===== src/slcan_pkg.sv =====
`default_nettype none
package slcan_pkg;

  // ASCII codes of the frame syntax
  localparam logic [7:0] CH_START = 8'h74;  // 't'
  localparam logic [7:0] CH_CR    = 8'h0D;  // carriage return
  localparam logic [7:0] CH_ZERO  = 8'h30;  // '0'
  localparam logic [7:0] CH_NINE  = 8'h39;
  localparam logic [7:0] CH_UC_A  = 8'h41;
  localparam logic [7:0] CH_UC_F  = 8'h46;
  localparam logic [7:0] CH_LC_A  = 8'h61;
  localparam logic [7:0] CH_LC_F  = 8'h66;

  localparam int         NUM_DATA = 8;
  localparam logic [3:0] MAX_LEN  = 4'd8;
  // 't', three id digits and the length digit come before the data
  localparam int         HDR_LEN  = 5;

  typedef struct packed {
    logic [7:0] in_byte;
  } in_item_t;

  typedef struct packed {
    logic [11:0] frame_id;
    logic [3:0]  byte_count;
    logic [7:0]  data_0;
    logic [7:0]  data_1;
    logic [7:0]  data_2;
    logic [7:0]  data_3;
    logic [7:0]  data_4;
    logic [7:0]  data_5;
    logic [7:0]  data_6;
    logic [7:0]  data_7;
    logic        malformed;
  } out_item_t;

  // classification of one received character
  typedef struct packed {
    logic       is_start;
    logic       is_cr;
    logic       is_hex;
    logic [3:0] hex_val;   // zero when not a hex digit
    logic       is_dec;
    logic [3:0] dec_val;   // zero when not a decimal digit
  } char_info_t;

endpackage
`default_nettype wire


===== src/slcan_stream_if.sv =====
`default_nettype none
interface slcan_stream_if #(parameter type T = logic);
  logic valid;
  logic ready;
  T     payload;

  modport source (output valid, output payload, input ready);
  modport sink   (input valid, input payload, output ready);
endinterface
`default_nettype wire


===== src/slcan_char_decode.sv =====
`default_nettype none
module slcan_char_decode
  import slcan_pkg::*;
(
  input  wire logic [7:0] ch,
  output char_info_t      info
);

  logic is_digit, is_upper, is_lower;

  always_comb begin
    is_digit = (ch >= CH_ZERO) && (ch <= CH_NINE);
    is_upper = (ch >= CH_UC_A) && (ch <= CH_UC_F);
    is_lower = (ch >= CH_LC_A) && (ch <= CH_LC_F);

    info.is_start = (ch == CH_START);
    info.is_cr    = (ch == CH_CR);
    info.is_hex   = is_digit | is_upper | is_lower;
    info.is_dec   = is_digit;
    info.dec_val  = is_digit ? 4'(ch - CH_ZERO) : 4'd0;

    if (is_digit) begin
      info.hex_val = 4'(ch - CH_ZERO);
    end else if (is_upper) begin
      info.hex_val = 4'(ch - CH_UC_A + 8'd10);
    end else if (is_lower) begin
      info.hex_val = 4'(ch - CH_LC_A + 8'd10);
    end else begin
      info.hex_val = 4'd0;
    end
  end

endmodule
`default_nettype wire


===== src/slcan_frame_core.sv =====
`default_nettype none
module slcan_frame_core
  import slcan_pkg::*;
#(
  parameter int MAX_FRAME = 256
)
(
  input  wire logic       clk,
  input  wire logic       rst,
  input  wire logic       accept,
  input  wire logic [7:0] in_byte,
  output logic            push,
  output out_item_t       res
);

  localparam int POS_W = $clog2(MAX_FRAME);

  logic [POS_W-1:0] pos, pos_next;
  logic [11:0]      id_acc, id_acc_next;
  logic [3:0]       len, len_next;
  logic [3:0]       hi_nib, hi_nib_next;
  logic [7:0]       payload [NUM_DATA];
  logic [7:0]       payload_next [NUM_DATA];
  logic             err, err_next;

  char_info_t       info;
  logic [POS_W-1:0] min_len;
  logic [POS_W-1:0] dpos;
  logic [POS_W-2:0] idx;

  slcan_char_decode u_dec (
    .ch   (in_byte),
    .info (info)
  );

  always_comb begin
    min_len = POS_W'(HDR_LEN) + POS_W'({len, 1'b0});
    dpos    = pos - POS_W'(HDR_LEN);
    idx     = dpos[POS_W-1:1];

    res.frame_id   = id_acc;
    res.byte_count = len;
    res.data_0     = payload[0];
    res.data_1     = payload[1];
    res.data_2     = payload[2];
    res.data_3     = payload[3];
    res.data_4     = payload[4];
    res.data_5     = payload[5];
    res.data_6     = payload[6];
    res.data_7     = payload[7];
    res.malformed  = err | (pos < min_len);
  end

  always_comb begin
    pos_next    = pos;
    id_acc_next = id_acc;
    len_next    = len;
    hi_nib_next = hi_nib;
    payload_next = payload;
    err_next    = err;
    push        = 1'b0;

    if (accept) begin
      if (pos == '0) begin
        if (info.is_start) begin
          id_acc_next = '0;
          len_next    = '0;
          hi_nib_next = '0;
          for (int k = 0; k < NUM_DATA; k++) payload_next[k] = '0;
          err_next    = 1'b0;
          pos_next    = POS_W'(1);
        end
      end else if (info.is_cr) begin
        push     = 1'b1;
        pos_next = '0;
      end else begin
        if (pos <= POS_W'(3)) begin
          id_acc_next = {id_acc[7:0], info.hex_val};
          if (!info.is_hex) err_next = 1'b1;
        end else if (pos == POS_W'(4)) begin
          if (!info.is_dec) begin
            err_next = 1'b1;
            len_next = '0;
          end else if (info.dec_val > MAX_LEN) begin
            err_next = 1'b1;
            len_next = MAX_LEN;
          end else begin
            len_next = info.dec_val;
          end
        end else if (idx < (POS_W-1)'(len)) begin
          if (!info.is_hex) err_next = 1'b1;
          if (!dpos[0]) begin
            hi_nib_next = info.hex_val;
          end else begin
            payload_next[idx[2:0]] = {hi_nib, info.hex_val};
          end
        end
        // overlong frame: drop it and wait for the next start
        if (pos == POS_W'(MAX_FRAME - 1)) pos_next = '0;
        else pos_next = pos + POS_W'(1);
      end
    end
  end

  always_ff @(posedge clk) begin
    if (rst) begin
      pos    <= '0;
      id_acc <= '0;
      len    <= '0;
      hi_nib <= '0;
      err    <= 1'b0;
      for (int k = 0; k < NUM_DATA; k++) payload[k] <= '0;
    end else begin
      pos    <= pos_next;
      id_acc <= id_acc_next;
      len    <= len_next;
      hi_nib <= hi_nib_next;
      err    <= err_next;
      payload <= payload_next;
    end
  end

  a_pos_range: assert property (@(posedge clk) disable iff (rst)
    pos <= POS_W'(MAX_FRAME - 1))
    else $error("frame position out of range");

  a_len_sat: assert property (@(posedge clk) disable iff (rst)
    push |-> res.byte_count <= MAX_LEN)
    else $error("byte count above 8");

  a_empty_zero: assert property (@(posedge clk) disable iff (rst)
    (push && res.byte_count == 4'd0) |->
      (res.data_0 == 8'd0 && res.data_1 == 8'd0 && res.data_7 == 8'd0))
    else $error("unused data byte not zero");

  a_cr_ends: assert property (@(posedge clk) disable iff (rst)
    push |=> pos == '0)
    else $error("parser not idle after frame end");

endmodule
`default_nettype wire


===== src/slcan_out_stage.sv =====
`default_nettype none
module slcan_out_stage
  import slcan_pkg::*;
(
  input  wire logic      clk,
  input  wire logic      rst,
  input  wire logic      push,
  input  out_item_t      push_item,
  output logic           space,
  output logic           out_valid,
  input  wire logic      out_ready,
  output out_item_t      out_item
);

  logic [1:0] count, count_next;
  out_item_t  slot0, slot1;
  logic       pop;

  assign pop       = out_valid & out_ready;
  assign out_valid = (count != 2'd0);
  assign out_item  = slot0;
  assign space     = (count != 2'd2);

  always_comb begin
    count_next = count;
    priority if (push && !pop) count_next = count + 2'd1;
    else if (pop && !push)     count_next = count - 2'd1;
    else                       count_next = count;
  end

  always_ff @(posedge clk) begin
    if (rst) begin
      count <= 2'd0;
    end else begin
      count <= count_next;
    end
  end

  always_ff @(posedge clk) begin
    if (push && pop) begin
      if (count == 2'd1) begin
        slot0 <= push_item;
      end else begin
        slot0 <= slot1;
        slot1 <= push_item;
      end
    end else if (pop) begin
      slot0 <= slot1;
    end else if (push) begin
      if (count == 2'd0) slot0 <= push_item;
      else slot1 <= push_item;
    end
  end

endmodule
`default_nettype wire


===== src/slcan_frame_parser.sv =====
// slcan_frame_parser: ASCII standard CAN frame ('t' iii l dd.. CR) to decoded frame items.
// Throughput: one character item accepted per cycle, sustained, set by the single
//   frame-state register update; ready drops only while both result slots are full.
// Result: a frame item is registered into a result slot when its carriage return is accepted.
// Reset (rst, synchronous, active high): parser idle waiting for 't', result
//   slots empty; no clearing pass.
`default_nettype none
module slcan_frame_parser
  import slcan_pkg::*;
#(
  parameter int MAX_FRAME = 256   // 32..512 characters before a frame is dropped
)
(
  input  wire logic      clk,
  input  wire logic      rst,
  slcan_stream_if.sink   in_chan,
  slcan_stream_if.source out_chan
);

  // Character items are accepted straight into the frame state registers.
  logic      accept;
  logic      space;
  logic      push;
  out_item_t push_item;
  out_item_t out_item;
  in_item_t  in_item;

  assign in_item       = in_chan.payload;
  assign in_chan.ready = space;
  assign accept        = in_chan.valid & space;

  // Frame state: position counter, id/length/data accumulation, error flag.
  slcan_frame_core #(
    .MAX_FRAME (MAX_FRAME)
  ) u_core (
    .clk     (clk),
    .rst     (rst),
    .accept  (accept),
    .in_byte (in_item.in_byte),
    .push    (push),
    .res     (push_item)
  );

  // Two result slots, so a carriage return can still be taken while the
  // previous frame item waits at the output.
  slcan_out_stage u_out (
    .clk       (clk),
    .rst       (rst),
    .push      (push),
    .push_item (push_item),
    .space     (space),
    .out_valid (out_chan.valid),
    .out_ready (out_chan.ready),
    .out_item  (out_item)
  );

  assign out_chan.payload = out_item;

endmodule
`default_nettype wire


===== src/flat_wrapper.sv =====
// flat-port wrapper written by rule: the top's interface ports become plain ports
module slcan_frame_parser_flat import slcan_pkg::*;
#(
  parameter int MAX_FRAME = 256                                                  
)
  (clk, rst, in_chan_valid, in_chan_payload, in_chan_ready, out_chan_valid, out_chan_payload, out_chan_ready);
  slcan_stream_if #(.T(in_item_t)) in_chan_i ();
  slcan_stream_if #(.T(out_item_t)) out_chan_i ();
  input  wire logic clk;
  input  wire logic rst;
  input wire logic [$bits(in_chan_i.valid)-1:0] in_chan_valid;
  input wire logic [$bits(in_chan_i.payload)-1:0] in_chan_payload;
  output wire logic [$bits(in_chan_i.ready)-1:0] in_chan_ready;
  output wire logic [$bits(out_chan_i.valid)-1:0] out_chan_valid;
  output wire logic [$bits(out_chan_i.payload)-1:0] out_chan_payload;
  input wire logic [$bits(out_chan_i.ready)-1:0] out_chan_ready;
  assign in_chan_i.valid = in_chan_valid;
  assign in_chan_i.payload = in_chan_payload;
  assign in_chan_ready = in_chan_i.ready;
  assign out_chan_valid = out_chan_i.valid;
  assign out_chan_payload = out_chan_i.payload;
  assign out_chan_i.ready = out_chan_ready;
  slcan_frame_parser #(.MAX_FRAME(MAX_FRAME)) u_core (.clk(clk), .rst(rst), .in_chan(in_chan_i), .out_chan(out_chan_i));
endmodule

===== config.mk =====
export PLATFORM = sky130hd
export DESIGN_NAME = slcan_frame_parser_flat
export DESIGN_NICKNAME = d
export VERILOG_FILES = /design/src/slcan_pkg.sv /design/src/slcan_stream_if.sv /design/src/slcan_char_decode.sv /design/src/slcan_frame_core.sv /design/src/slcan_out_stage.sv /design/src/slcan_frame_parser.sv /design/src/flat_wrapper.sv
export SDC_FILE = /design/constraint.sdc
export NUM_CORES = 1
export LEC_CHECK = 0
export BUFFER_PORTS_ARGS = -buffer_cell sky130_fd_sc_hd__buf_2
export CORE_UTILIZATION = 51
export DETAILED_ROUTE_END_ITERATION = 8
export PLACE_DENSITY = 0.81
export SLEW_MARGIN = 30
export SYNTH_ARGS = -nofsm -noshare
export SYNTH_HDL_FRONTEND = slang
export SYNTH_SLANG_ARGS = --single-unit

===== constraint.sdc =====
create_clock -name clk -period 12.37 [get_ports clk]
set_input_delay 2.474 -clock clk [delete_from_list [all_inputs] [get_ports clk]]
set_output_delay 2.474 -clock clk [all_outputs]
set_load 0.03 [all_outputs]

# Word-level counts from Yosys, hierarchy flattened
# Cells that the tools add are included.
totals:
  reg_bits: 257
  wordCells: 167
classes:
  eq_ne: 15
  addsub: 10
  n_reduce_logical: 29
  bitwise: 6
  order_cmp: 12
  n_mux: 59
ops:
  columns: ["op", "n"]
  rows:
  - ["$mux W81", 10]
  - ["$mux W64", 7]
  - ["$mux W4", 17]
  - ["$bwmux W64", 1]
  - ["$mux W12", 4]
  - ["$mux W8", 5]
  - ["$demux W8 S3", 1]
  - ["$ge A8 B7 Y1 const B", 2]
  - ["$le A8 B7 Y1 const B", 2]
  - ["$reduce_and A7 Y1", 2]
  - ["$reduce_bool A2 Y1", 7]
  - ["$mux W1", 12]
  - ["$ne A2 B2 Y1 const B", 6]
  - ["$sub A4 B1 Y4 const B", 3]
  - ["$reduce_and A5 Y1", 2]
  - ["$add A4 B4 Y4 const B", 2]
  - ["$add A8 B1 Y8 const B", 1]
  - ["$eq A8 B3 Y1 const B", 1]
  - ["$eq A8 B4 Y1 const B", 1]
  - ["$eq A8 B7 Y1 const B", 1]
  - ["$eq A8 B8 Y1 const B", 1]
  - ["$ge A8 B6 Y1 const B", 1]
  - ["$le A8 B2 Y1 const B", 1]
  - ["$le A8 B6 Y1 const B", 1]
  - ["24 further kinds", 40]

# Longest topological paths before layout
depth:
  word_depth: 13
  ltp_mapped: 15
  mapped_depth_nobuf: 12

# By module
# From an unflattened synthesis, not the netlist that was laid out.
hier_totals:
  cells_unflattened: 833
  area_unflattened_um2: 10905.5
by_module_without_submodules:
  columns: ["mod", "seq_area_each_um2", "instances", "area_per_inst_um2", "cells_per_inst"]
  rows:
  - ["slcan_out_stage", 4904.7, 1, 6119.6, 277]
  - ["slcan_frame_core", 1861.8, 1, 4511.8, 521]
  - ["slcan_char_decode", 0.0, 1, 267.8, 34]
  - ["slcan_frame_parser", 0.0, 1, 6.3, 1]

# Least setup slack after synthesis
# No wires, ideal clock.
synth_path:
  path_kind: "input to register"
  startpoint: "input port in_chan_valid"
  endpoint: "register u_core.u_out.slot1[0] (netlist name) (enable)"
  path_buffers: 1
  slack_ps: 2148
  path_stages: 7
  required_ps: 11729
  arrival_time_ps: 9581
  path_cell_list: "nor2b_1 -> clkbuf_1 -> nand2_1 -> nor2_1 -> ha_1 -> a21oi_1 -> a211oi_1"
synth_between:
  elab_chain_cells: 5
synth_lines:
  columns: ["element", "line", "text"]
  rows:
  - ["from (decl)", "flat_wrapper.sv:11", "input wire logic [$bits(in_chan_i.valid)-1:0] in_chan_valid;"]
  - ["$and A1 B1 Y1 *", "slcan_frame_parser.sv:30", "assign accept = in_chan.valid & space;"]
  - ["$mux W1 *", "slcan_frame_core.sv:63", "if (accept) begin"]
  - ["$logic_and A1 B1 Y1", "slcan_out_stage.sv:40", "if (push && pop) begin"]
  - ["$ne A2 B2 Y1 (no source line) (tied with other cells)", null, null]
  - ["$reduce_and A4 Y1 (no source line) *", null, null]
  - ["to (signal assigned)", "slcan_out_stage.sv:45", "slot1 <= push_item;"]
  - ["to (signal assigned)", "slcan_out_stage.sv:51", "else slot1 <= push_item;"]
  - ["to (decl)", "slcan_out_stage.sv:16", "out_item_t slot0, slot1;"]
# Every way passes the cells marked *; elsewhere a longest branch is shown, timed or not.
# A chain may end at the register's enable or synchronous reset.

# Final worst setup path
layout_path:
  startpoint: "input port in_chan_payload[5]"
  endpoint: "register u_core.u_out.slot0, in the netlist u_core.u_out.out_item[8] (data pin)"
layout_between:
  elab_chain_cells: 6
layout_lines:
  columns: ["element", "line", "text"]
  rows:
  - ["from (decl)", "flat_wrapper.sv:12", "input wire logic [$bits(in_chan_i.payload)-1:0] in_chan_payload;"]
  - ["$eq A8 B4 Y1", "slcan_char_decode.sv:17", "info.is_cr = (ch == CH_CR);"]
  - ["$mux W1", "slcan_frame_core.sv:73", "end else if (info.is_cr) begin"]
  - ["$mux W1", "slcan_frame_core.sv:64", "if (pos == '0) begin"]
  - ["$mux W1", "slcan_frame_core.sv:63", null]
  - ["$logic_and A1 B1 Y1", "slcan_out_stage.sv:40", null]
  - ["$mux W81", "slcan_out_stage.sv:40", null]
  - ["to (signal assigned)", "slcan_out_stage.sv:42", "slot0 <= push_item;"]
  - ["to (signal assigned)", "slcan_out_stage.sv:44", "slot0 <= slot1;"]
  - ["to (signal assigned)", "slcan_out_stage.sv:48", "slot0 <= slot1;"]
  - ["to (decl)", "slcan_out_stage.sv:16", null]
# Every way passes these cells.

==> results.sh <==
export IMPL_outcome="complete, no violations"
export IMPL_initial_core_util=0.525
export IMPL_ys_seq_area_frac=0.658
export IMPL_cp_depth=9
export IMPL_crit_arrival_ns=5.79
export IMPL_gp_congestion=0.836
export IMPL_hold_viol=0
export IMPL_holdPathStages=0
export IMPL_combPwrFrac=0.018
export IMPL_cp_top_family="buffers and inverters"
export IMPL_finalCriticalPeriod_ns=5.52
export IMPL_clkPwrFrac=0.441
export IMPL_ys_types=62
export IMPL_finalSetupTns_ns=0
export IMPL_critPathKind="primary input to flip-flop"
export IMPL_fmax_mhz=181
export IMPL_grtUsageMet3=0.0287
export IMPL_post_dp_hpwl_um=13100
export IMPL_vias_per_cell=5.55
export IMPL_cts_max_level=1
export IMPL_synth_edf_count=162
export IMPL_ff2ff_path_depth=10
export IMPL_power_density_nw_per_um2=141
export IMPL_io_buffers=94
export IMPL_async_flop_share=0
export IMPL_dr_pass1_iters=5
export IMPL_wl_per_cell_um=18.0
export IMPL_crit_path_start_kind="primary input"
export IMPL_path_buf_inv=3
export IMPL_synth_flop_cell="edfxtp_1"
export IMPL_drive_gt1_frac=0.295
export IMPL_nNetsFinal=855
export IMPL_use_met1=0.266
export IMPL_synth_nets=760
export IMPL_cpMostUsedCell="buf_4"
export IMPL_core_um2=19600
export IMPL_antenna_left=0
export IMPL_critical_path_max_stage_delay_ns=0.65
export IMPL_path_clk_slew_ns=0.07
export IMPL_ios=95
export IMPL_tritoncts="done"
export IMPL_drc=0
export IMPL_numCtsBuffers=24
export IMPL_worst_slew_pin_slew_ns=0.912
export IMPL_end_kind="flip-flop"
export IMPL_grt_antenna_before_repair=0
export IMPL_p_leak_nw=4.71
export IMPL_p_sw_frac=0.198
export IMPL_num_rows=51
export IMPL_rsz0062_at_grt="no"
export IMPL_diodes=0
export IMPL_grt_max_degree=82
export IMPL_post_cts_resized=0
export IMPL_grt_pass1_wl_um=31600
export IMPL_wl_um=19900
export IMPL_syn_cell_area_um2=10300
export IMPL_setup_viol_count_final=0
export IMPL_slew_violations=0
export IMPL_top_usage_layer="met2"
export IMPL_cts_num_sinks=257
export IMPL_worst_ep_required_time_ns=12.63
export IMPL_p_int_mw=1.34
export IMPL_drt_iter0_drc=409
export IMPL_post_cts_buffers=0
export IMPL_track_usage=0.197
export IMPL_cap_violations=0
export IMPL_grt_overflow=0
export IMPL_slowest_stage="buf_4"
export IMPL_syn2layout_area_growth_pct=15.1
export IMPL_clkLatencyLatePin_ns=0.51
export IMPL_fin_ws_ns=6.85
export IMPL_grt_pass1_vias=6028
export IMPL_vias=6142
export IMPL_path_cells="buf_2, nor4_1, nand4_1, nor2_1, ha_1, mux2i_4, buf_4, buf_4, mux2_2"
export IMPL_dp_slack_ns=6.26
export IMPL_die_w_um=144
export IMPL_synthCells=728
export IMPL_pwr_share_seq=0.541
export IMPL_slew_headroom=0.392
export IMPL_cts_hold_buffers=0
export IMPL_synth_warnings=0
export IMPL_syn_mean_instance_area_um2=14.1
export IMPL_dieArea_um2=20700
export IMPL_hp_class="flip-flop to flip-flop"
export IMPL_finClkSkew_ns=0.0121
export IMPL_fp_dieH_um=144
export IMPL_ir_worst_vdd_v=0.0000713
export IMPL_use_met2=0.328
export IMPL_switching_power_mw=0.330
export IMPL_ctsLongestPathBuffers=3
export IMPL_period_share=0.446
export IMPL_root_buffer="clkbuf_16"
export IMPL_cp_max_fo=55
export IMPL_synth_seq_cells=257
-- layout make-up --
type / instances / area (µm²)
clock buffers: 34 / 721
multi-input cells: 422 / 3340
well taps: 265 / 332
flip-flops and latches: 257 / 6770
fillers: 1488 / 7760
repair buffers: 99 / 512
clock inverters: 10 / 86.3
inverters: 19 / 71.3
-- layer usage --
layer / share of wire / vias up
li1: - / 2956
met1: 0.44 / 2997
met2: 0.49 / 159
met3: 0.045 / 30
met4: 0.020 / 0
met5: 0 / -
-- Yosys cell counts (all sizes together), types with 16 or more instances --
cell type	number	area (µm²)
ha	20	250
nand2	41	156
edfxtp	162	4860
mux2	77	867
nor3	16	126
inv	19	71.3
dfxtp	95	1900
o2bb2ai	17	149
a22o	49	429
a21oi	27	139
o21ai	23	153
clkbuf	17	65.1
nor2	36	135
-- registers in the layout (all words and copies together) (netlist names) --
name / cells
u_core.u_core.err: 1
u_core.u_core.pos: 8
u_core.u_core.id_acc: 12
u_core.u_core.len: 4
u_core.u_out.count: 2
u_core.u_out.out_item: 81
u_core.u_core.res: 64
u_core.u_out.slot1: 81
u_core.u_core.hi_nib: 4
-- through the flow --
stage	power (mW)	instances	hold WS [ns]	utilization	cell area [µm²]
finish	1.67	1106	0.453	0.604	11800
global route	1.72	1106	0.477	0.604	11800
CTS	1.68	1106	0.459	0.604	11800
detailed placement	0.952	1062	0.442	0.563	11000
global placement	0.951	1061	0.430	0.562	11000
floorplan	0.943	728	0.426	-	10300
-- kinds of logic after synthesis --
family,after synthesis,share of synthesized area
adders and majority gates,20,0.0243
and+or+nand+nor,163,0.0878
AOI/OAI and AO/OA,147,0.111
DFF,257,0.658
muxes,79,0.0863
xor gates and xnor gates,13,0.0111
buffers and inverters,49,0.0207
-- power by group through the flow --
stage | Combinational (mW) | Clock (mW) | Sequential, mW
after global routing | 0.0332 | 0.780 | 0.903
final | 0.0304 | 0.737 | 0.903
after CTS | 0.0303 | 0.745 | 0.903
after floorplan | 0.0187 | 0 | 0.924
after global placement | 0.0294 | 0 | 0.922
after detailed placement | 0.0301 | 0 | 0.922
-- final timing paths --
check	end	slack [ns]	start
min	u_core.u_out.slot1[6]	0.45	u_core.u_core.res[6]
max reg2reg	u_core.u_out.out_item[8]	7.98	u_core.u_core.pos[0]
max	u_core.u_out.out_item[8]	6.85	in_chan_payload[5]
min reg2reg	u_core.u_out.slot1[6]	0.45	u_core.u_core.res[6]
-- cells in the final DEF (no fill, tap or decap), drive strengths merged, types with 20 or more instances in the layout --
master,instances
mux2,77
clkbuf,34
nand2,41
inv,21
a22o,49
buf,99
nor2,36
dfxtp,95
a21oi,27
edfxtp,162
o21ai,23
ha,20
Power figures use the tool's default switching activity.
